==> src/design/lockord_pkg.sv <==
package lockord_pkg;

  localparam int THREADS      = 8;
  localparam int HELD_SLOTS   = 16;
  localparam int CLASSES      = 64;
  localparam int LOCK_ID_BITS = 32;
  localparam int COUNT_BITS   = 16;

  localparam int THR_BITS       = $clog2(THREADS);
  localparam int SLOT_BITS      = $clog2(HELD_SLOTS);
  localparam int CLS_BITS       = $clog2(CLASSES);
  localparam int LVL_BITS       = 6;
  localparam int STATUS_BITS    = 3;
  localparam int HELD_DEPTH     = THREADS * HELD_SLOTS;
  localparam int HELD_ADDR_BITS = THR_BITS + SLOT_BITS;

  localparam logic [LVL_BITS-1:0]   LEVEL_MAX  = {LVL_BITS{1'b1}};
  localparam logic [COUNT_BITS-1:0] COUNT_CEIL = {COUNT_BITS{1'b1}};

  localparam logic CMD_ACQUIRE = 1'b0;
  localparam logic CMD_RELEASE = 1'b1;

  typedef enum logic [STATUS_BITS-1:0] {
    ST_OK       = 3'd0,
    ST_REVERSAL = 3'd1,
    ST_NOT_HELD = 3'd2,
    ST_SPIN     = 3'd3,
    ST_FULL     = 3'd4
  } status_t;

  typedef struct packed {
    logic [LOCK_ID_BITS-1:0] lock_id;
    logic [CLS_BITS-1:0]     cls;
    logic [LVL_BITS-1:0]     lvl;
    logic [COUNT_BITS-1:0]   count;
  } held_t;

  typedef struct packed {
    logic                      we;
    logic [HELD_ADDR_BITS-1:0] addr;
    held_t                     data;
  } held_wr_t;

  typedef struct packed {
    logic                we;
    logic [CLS_BITS-1:0] addr;
    logic [LVL_BITS-1:0] data;
  } cls_wr_t;

  typedef struct packed {
    status_t               status;
    logic [LVL_BITS-1:0]   class_level;
    logic [COUNT_BITS-1:0] hold_count;
    logic [CLS_BITS-1:0]   conflict_class;
  } rsp_t;

endpackage

==> src/design/lockord_if.sv <==
interface lockord_req_if;
  logic                                  valid;
  logic                                  ready;
  logic                                  cmd;
  logic [lockord_pkg::THR_BITS-1:0]      thread_id;
  logic [lockord_pkg::LOCK_ID_BITS-1:0]  lock_id;
  logic [lockord_pkg::CLS_BITS-1:0]      class_id;
  logic                                  spinlocks_held;

  modport source (output valid, cmd, thread_id, lock_id, class_id, spinlocks_held,
                  input ready);
  modport sink   (input valid, cmd, thread_id, lock_id, class_id, spinlocks_held,
                  output ready);
endinterface


==> src/design/lockord_ctrl.sv <==
module lockord_ctrl (
  input  logic                                       clk,
  input  logic                                       rst_n,
  lockord_req_if.sink                                req,
  output logic [lockord_pkg::HELD_ADDR_BITS-1:0]     held_raddr,
  input  lockord_pkg::held_t                         held_rdata,
  output lockord_pkg::held_wr_t                      held_wr,
  output logic [lockord_pkg::CLS_BITS-1:0]           cls_raddr,
  input  logic [lockord_pkg::LVL_BITS-1:0]           cls_rdata,
  output lockord_pkg::cls_wr_t                       cls_wr,
  output logic                                       res_valid,
  input  logic                                       res_take,
  output lockord_pkg::rsp_t                          res
);

  typedef enum logic [2:0] {
    S_IDLE   = 3'b001,
    S_SCAN   = 3'b010,
    S_DECIDE = 3'b100
  } state_t;

  state_t state_r, state_nxt;

  logic                                    cmd_r;
  logic                                    spin_r;
  logic [lockord_pkg::THR_BITS-1:0]        thr_r;
  logic [lockord_pkg::LOCK_ID_BITS-1:0]    id_r;
  logic [lockord_pkg::CLS_BITS-1:0]        cls_r;

  logic [lockord_pkg::SLOT_BITS-1:0]       chk_r;
  logic                                    found_r;
  logic [lockord_pkg::SLOT_BITS-1:0]       found_slot_r;
  lockord_pkg::held_t                      found_word_r;
  logic                                    any_r;
  logic [lockord_pkg::LVL_BITS-1:0]        maxl_r;
  logic                                    rev_r;
  logic [lockord_pkg::CLS_BITS-1:0]        conflict_r;
  logic                                    free_ok_r;
  logic [lockord_pkg::SLOT_BITS-1:0]       free_slot_r;

  logic [lockord_pkg::HELD_DEPTH-1:0]      valid_r;
  logic [lockord_pkg::CLASSES-1:0]         known_r;

  logic                                    accept;
  logic                                    advance;
  logic                                    cur_v;
  logic                                    hit;
  logic                                    known;
  logic [lockord_pkg::LVL_BITS-1:0]        new_lvl;
  logic                                    set_valid;
  logic                                    clr_valid;
  logic [lockord_pkg::SLOT_BITS-1:0]       wr_slot;

  assign accept    = req.valid && req.ready;
  assign req.ready = (state_r == S_IDLE);
  assign advance   = (state_r == S_DECIDE) && res_take;
  assign res_valid = (state_r == S_DECIDE);

  assign cur_v = valid_r[{thr_r, chk_r}];
  assign hit   = cur_v && (held_rdata.lock_id == id_r);
  assign known = known_r[cls_r];

  assign held_raddr = (state_r == S_IDLE) ? {req.thread_id, {lockord_pkg::SLOT_BITS{1'b0}}}
                                          : {thr_r, lockord_pkg::SLOT_BITS'(chk_r + 1'b1)};
  assign cls_raddr  = (state_r == S_IDLE) ? req.class_id : cls_r;

  assign new_lvl = !any_r ? '0 :
                   (maxl_r == lockord_pkg::LEVEL_MAX) ? lockord_pkg::LEVEL_MAX :
                   lockord_pkg::LVL_BITS'(maxl_r + 1'b1);

  always_comb begin
    state_nxt = state_r;
    unique case (state_r)
      S_IDLE: begin
        if (accept) begin
          state_nxt = S_SCAN;
        end
      end
      S_SCAN: begin
        if (chk_r == lockord_pkg::SLOT_BITS'(lockord_pkg::HELD_SLOTS - 1)) begin
          state_nxt = S_DECIDE;
        end
      end
      S_DECIDE: begin
        if (res_take) begin
          state_nxt = S_IDLE;
        end
      end
      default: state_nxt = S_IDLE;
    endcase
  end

  always_comb begin
    res.status         = lockord_pkg::ST_OK;
    res.hold_count     = '0;
    res.conflict_class = '0;
    res.class_level    = known ? cls_rdata : '0;
    held_wr.we         = 1'b0;
    held_wr.data       = found_word_r;
    wr_slot            = found_slot_r;
    cls_wr.we          = 1'b0;
    cls_wr.addr        = cls_r;
    cls_wr.data        = new_lvl;
    set_valid          = 1'b0;
    clr_valid          = 1'b0;
    if (cmd_r == lockord_pkg::CMD_RELEASE) begin
      if (!found_r) begin
        res.status = lockord_pkg::ST_NOT_HELD;
      end else begin
        res.hold_count     = lockord_pkg::COUNT_BITS'(found_word_r.count - 1'b1);
        held_wr.data.count = res.hold_count;
        held_wr.we         = 1'b1;
        clr_valid          = (res.hold_count == '0);
      end
    end else if (spin_r) begin
      res.status = lockord_pkg::ST_SPIN;
      if (found_r) begin
        res.hold_count = found_word_r.count;
      end
    end else if (found_r) begin
      if (found_word_r.count == lockord_pkg::COUNT_CEIL) begin
        res.status     = lockord_pkg::ST_FULL;
        res.hold_count = found_word_r.count;
      end else begin
        res.hold_count     = lockord_pkg::COUNT_BITS'(found_word_r.count + 1'b1);
        held_wr.data.count = res.hold_count;
        held_wr.we         = 1'b1;
      end
    end else begin
      if (!known) begin
        cls_wr.we       = 1'b1;
        res.class_level = new_lvl;
      end
      if (rev_r) begin
        res.status         = lockord_pkg::ST_REVERSAL;
        res.conflict_class = conflict_r;
      end else if (!free_ok_r) begin
        res.status = lockord_pkg::ST_FULL;
      end else begin
        wr_slot              = free_slot_r;
        held_wr.data.lock_id = id_r;
        held_wr.data.cls     = cls_r;
        held_wr.data.lvl     = res.class_level;
        held_wr.data.count   = lockord_pkg::COUNT_BITS'(1);
        held_wr.we           = 1'b1;
        set_valid            = 1'b1;
        res.hold_count       = lockord_pkg::COUNT_BITS'(1);
      end
    end
    held_wr.addr = {thr_r, wr_slot};
    if (!advance) begin
      held_wr.we = 1'b0;
      cls_wr.we  = 1'b0;
      set_valid  = 1'b0;
      clr_valid  = 1'b0;
    end
  end

  always_ff @(posedge clk) begin
    if (!rst_n) begin
      state_r <= S_IDLE;
      valid_r <= '0;
      known_r <= '0;
    end else begin
      state_r <= state_nxt;
      if (set_valid) begin
        valid_r[held_wr.addr] <= 1'b1;
      end
      if (clr_valid) begin
        valid_r[held_wr.addr] <= 1'b0;
      end
      if (cls_wr.we) begin
        known_r[cls_r] <= 1'b1;
      end
    end
  end

  always_ff @(posedge clk) begin
    if (accept) begin
      cmd_r     <= req.cmd;
      spin_r    <= req.spinlocks_held;
      thr_r     <= req.thread_id;
      id_r      <= req.lock_id;
      cls_r     <= req.class_id;
      chk_r     <= '0;
      found_r   <= 1'b0;
      any_r     <= 1'b0;
      maxl_r    <= '0;
      rev_r     <= 1'b0;
      free_ok_r <= 1'b0;
    end else if (state_r == S_SCAN) begin
      chk_r <= lockord_pkg::SLOT_BITS'(chk_r + 1'b1);
      if (hit && !found_r) begin
        found_r      <= 1'b1;
        found_slot_r <= chk_r;
        found_word_r <= held_rdata;
      end
      if (cur_v) begin
        any_r <= 1'b1;
        if (held_rdata.lvl > maxl_r) begin
          maxl_r <= held_rdata.lvl;
        end
      end
      if (cur_v && known && !rev_r && (held_rdata.lvl > cls_rdata)) begin
        rev_r      <= 1'b1;
        conflict_r <= held_rdata.cls;
      end
      if (!cur_v && !free_ok_r) begin
        free_ok_r   <= 1'b1;
        free_slot_r <= chk_r;
      end
    end
  end

endmodule

==> src/flat_wrapper.sv <==
// flat-port wrapper written by rule: the top's interface ports become plain ports
module lockord_ctrl_flat 
  (clk, rst_n, held_raddr, held_rdata, held_wr, cls_raddr, cls_rdata, cls_wr, res_valid, res_take, res, req_valid, req_cmd, req_thread_id, req_lock_id, req_class_id, req_spinlocks_held, req_ready);
  lockord_req_if req_i ();
  input  logic clk;
  input  logic rst_n;
  output logic [lockord_pkg::HELD_ADDR_BITS-1:0] held_raddr;
  input  lockord_pkg::held_t held_rdata;
  output lockord_pkg::held_wr_t held_wr;
  output logic [lockord_pkg::CLS_BITS-1:0] cls_raddr;
  input  logic [lockord_pkg::LVL_BITS-1:0] cls_rdata;
  output lockord_pkg::cls_wr_t cls_wr;
  output logic res_valid;
  input  logic res_take;
  output lockord_pkg::rsp_t res;
  input wire logic [$bits(req_i.valid)-1:0] req_valid;
  input wire logic [$bits(req_i.cmd)-1:0] req_cmd;
  input wire logic [$bits(req_i.thread_id)-1:0] req_thread_id;
  input wire logic [$bits(req_i.lock_id)-1:0] req_lock_id;
  input wire logic [$bits(req_i.class_id)-1:0] req_class_id;
  input wire logic [$bits(req_i.spinlocks_held)-1:0] req_spinlocks_held;
  output wire logic [$bits(req_i.ready)-1:0] req_ready;
  assign req_i.valid = req_valid;
  assign req_i.cmd = req_cmd;
  assign req_i.thread_id = req_thread_id;
  assign req_i.lock_id = req_lock_id;
  assign req_i.class_id = req_class_id;
  assign req_i.spinlocks_held = req_spinlocks_held;
  assign req_ready = req_i.ready;
  lockord_ctrl u_core (.clk(clk), .rst_n(rst_n), .req(req_i), .held_raddr(held_raddr), .held_rdata(held_rdata), .held_wr(held_wr), .cls_raddr(cls_raddr), .cls_rdata(cls_rdata), .cls_wr(cls_wr), .res_valid(res_valid), .res_take(res_take), .res(res));
endmodule
==> config.mk <==
export PLATFORM = sky130hd
export DESIGN_NAME = lockord_ctrl_flat
export DESIGN_NICKNAME = d
export VERILOG_FILES = /design/src/design/lockord_pkg.sv /design/src/design/lockord_if.sv /design/src/design/lockord_ctrl.sv /design/src/flat_wrapper.sv
export SDC_FILE = /design/constraint.sdc
export NUM_CORES = 1
export LEC_CHECK = 0
export BUFFER_PORTS_ARGS = -buffer_cell sky130_fd_sc_hd__buf_2
export CORE_MARGIN = 1.5
export CORE_UTILIZATION = 58
export CTS_CLUSTER_SIZE = 40
export DETAILED_ROUTE_END_ITERATION = 16
export PLACE_DENSITY = 0.92
export SLEW_MARGIN = 10
export SYNTH_ARGS = -nofsm -noshare
export SYNTH_HDL_FRONTEND = slang
export SYNTH_SLANG_ARGS = --single-unit
==> constraint.sdc <==
create_clock -name clk -period 9.4 [get_ports clk]
set_clock_uncertainty 0.05 [all_clocks]
set_input_delay 0.47 -clock clk [delete_from_list [all_inputs] [get_ports clk]]
set_output_delay 0.47 -clock clk [all_outputs]
set_load 0.01 [all_outputs]
==> key figures <==
Timing
  • Final TNS setup: 0 ns
  • RSZ-0062 raised after global routing: no
  • Post-route setup slack: 4.544 ns
  • Hold Vio Cnt, Final: 0
  • Slew @ Worst Pin: 1.242 ns
  • Fin crit share: 0.5166
  • Fin crit period: 4.856 ns
  • Setup Viol. Count Final: 0
  • Max Clock Freq: 205.9 MHz
  • Hold slack: 0.05663 ns
  • Final count of pins violating max slew: 0
  • Worst slew margin: 0.1657

Power
  • PwrDens: 170.9 mW/mm²
  • Switching fraction of total power: 0.2505
  • Comb power frac: 0.083
  • Total power: 3.208 mW
  • Leak: 6.967 nW
  • Pint: 2.404 mW
  • Maximum VDD drop: 0.1331 mV
  • Reg power frac: 0.475
  • Switching Power: 0.8036 mW
  • Clk pwr share: 0.442

Finish
  • Share of post-route cells with drive strength above 1: 0.2197
  • Fill count: 2033
  • Commonest non-fill, non-tap cell in the layout: buf_2
  • Commonest non-fill, non-tap cells in the layout: buf_2 (238), dfxtp_1 (208), o21ai_0 (196)
  • Final #Nets: 2053
  • Fin util: 0.6776
  • Area grow syn2layout: 15.41%

GRT
  • Vias in the first global route: 14610
  • Remaining Overflow, GRT: 0
  • First-pass GRT wire length: 78.36 mm
  • GRT Total Usage: 0.3457
  • Largest net degree at the start of global routing: 153
  • Antenna violations before repair: 5

Floorplanning
  • I/O pins: 240
  • Die height: 170.5 µm
  • Core area: 0.02771 mm²
  • Initial core utilization: 0.5872
  • Die outline width: 170.5 µm
  • Cell row count: 61
  • Die area: 0.02906 mm²

Synth
  • Simple-gate portion of the synthesized area: 0.1617
  • Async S/R FF share, synth: 0
  • Post-synthesis adder-cell area fraction: 0.01461
  • Top FF cell, synth: dfxtp_1
  • Post-synthesis xor/xnor area fraction: 0.02477
  • Synth Area in Compound Gates: 0.1824
  • Synthesis warning total: 0
  • Mapped Nets: 1880
  • Synth cell types: 74
  • Largest family of logic cells by synthesized area: compound AO/OA/AOI/OAI gates
  • Synth Instances: 1748
  • EDFF count, synth: 117
  • Mux contribution to synthesized area: 0.1058
  • Synth Cell Area: 0.01627 mm²
  • Avg Inst Size Synth: 9.307 µm²
  • Seq/Total Area, Yosys: 0.4732
  • Synth Register Bits: 326

Routing
  • Post-route ant nets: 0
  • DR vias/cell: 6.592
  • DR vias: 15370
  • Routed WL per cell: 21.96 µm
  • Starting DRC count in detailed routing: 2367
  • DRT Wirelength: 51.18 mm
  • Drt drc: 0
  • Drt first pass iters: 7

Setup path
  • Critical Path End: cls_wr[12]
  • Worst EP arrival: 4.34 ns
  • Max Fanout on Critical Path: 65
  • Reg2reg path depth: 9
  • RR Startpoint: u_core.chk_r[0]$_SDFFE_PP0P_
  • Setup crit start kind: flop
  • CP endpoint kind: primary output
  • CP required: 8.88 ns
  • Critical setup path kind: reg2out
  • Worst reg-to-reg setup slack: 4.78 ns
  • Worst setup path startpoint: u_core.cls_r[1]$_DFFE_PP_
  • Crit Reg-Reg Endpoint: u_core.found_word_r[13]$_DFFE_PP_

CTS
  • Cts hold-fix bufs: 0
  • Total CTS buffers: 35
  • Skew-Pair Late Insertion Delay: 0.54 ns
  • H-Tree Level Count: 2
  • PostCTS Resize Cnt: 0
  • Clk slew on worst S/H paths: 0.06 ns
  • Clock Path Buffers: 3
  • TritonCTS clock tree: yes
  • Setup Buffers After CTS: 0
  • CTS Sinks: 326
  • Root Buffer: clkbuf_16

Hold path
  • Hold Crit Class: in2reg

Place
  • Port Buf Inserts: 239
  • Post-DP HPWL: 33.53 mm
  • Pre-CTS setup slack: 4.845 ns
  • Final Wtd Congestion: 0.9887

Run
  • Max-Cap Viols: 0

Status
  • Status: completed
[power by group through the flow]
| stage | combinational, mW | clock (mW) | sequential, mW |
|---|---|---|---|
| after floorplan | 0.176 | 0 | 1.53 |
| after global placement | 0.249 | 0 | 1.55 |
| after detailed placement | 0.257 | 0 | 1.55 |
| after CTS | 0.259 | 1.42 | 1.52 |
| after global routing | 0.284 | 1.48 | 1.53 |
| final | 0.266 | 1.42 | 1.52 |
[how the worst min path moves through the flow]
stage                                    start                          endpoint  slack (ns)  cells past startpoint
6_report                               req_cmd            u_core.cmd_r$_DFFE_PP_        0.06                      1
3_5_place_dp    u_core.known_r[6]$_SDFFE_PN0P_    u_core.known_r[6]$_SDFFE_PN0P_        0.39                      2
5_1_grt                          held_rdata[4]  u_core.found_word_r[4]$_DFFE_PP_        0.05                      1
2_1_floorplan  u_core.known_r[30]$_SDFFE_PN0P_   u_core.known_r[30]$_SDFFE_PN0P_        0.37                      2
4_1_cts                          held_rdata[0]  u_core.found_word_r[0]$_DFFE_PP_        0.05                      1
3_3_place_gp   u_core.known_r[37]$_SDFFE_PN0P_   u_core.known_r[37]$_SDFFE_PN0P_        0.38                      2
[cells in the mapped netlist (29+ instances only)]
cell,n,share of area
mux2i_1,59,0.036
inv_1,29,0.0067
nand3_1,49,0.015
dfxtp_1,209,0.26
mux2_2,52,0.036
o21ai_0,196,0.060
edfxtp_1,117,0.22
nand2_1,188,0.043
o31ai_1,34,0.016
nor2_1,191,0.044
a21oi_1,152,0.047
clkbuf_1,82,0.019
nor3_1,31,0.0095
[registers in the layout, summed over array words and instances, names as in the netlist]
signal,count
u_core.id_r,32
u_core.known_r,64
u_core.conflict_r,6
u_core.found_r,1
u_core.rev_r,1
u_core.spin_r,1
u_core.cls_r,6
u_core.cmd_r,1
u_core.thr_r,3
u_core.any_r,1
u_core.chk_r,4
u_core.free_slot_r,4
u_core.valid_r,128
u_core.found_word_r,60
u_core.found_slot_r,4
u_core.maxl_r,6
u_core.state_r,3
u_core.free_ok_r,1
[worst max-delay path, stage by stage, from the launching register on]
cell and delay [ns]:
edfxtp_1 0.96, mux4_2 0.60, mux4_2 0.48, nand3b_1 0.10, and4_1 0.86, nand4_1 0.16
buf_4 0.36, inv_1 0.10, buf_2 0.13
[per-layer routing]
layer | track usage | part of all wire | wire [µm]
met3 | 0.08651 | 0.12 | 6109
met4 | 0.1966 | 0.053 | 2738
met1 | 0.4255 | 0.36 | 18610
met5 | 0 | 0.00023 | 12
met2 | 0.5545 | 0.46 | 23710
[metrics by stage]
stage / area, µm² / instances
floorplan: 16270 / 1748
global placement: 17560 / 2262
detailed placement: 17560 / 2262
CTS: 18750 / 2326
global route: 18770 / 2329
finish: 18770 / 2331
[final cells by class]
type,count,area (µm²),area share
multi-input cells,1275,7990,0.4256
flip-flops and latches,326,7699,0.4101
repair buffers,252,1300,0.06924
clock buffers,41,949.7,0.05058
well taps,378,473.0,0.02519
clock inverters,23,234.0,0.01246
inverters,31,116.4,0.006198
diodes,5,12.51,0.0006664
[logic make-up after synthesis]
family,count (synthesis)
and+or+nand+nor,571
buffers and inverters,147
xor gates and xnor gates,46
muxes,136
DFF,326
AOI/OAI and AO/OA,503
adders and majority gates,19
Power figures use the tool's default switching activity.
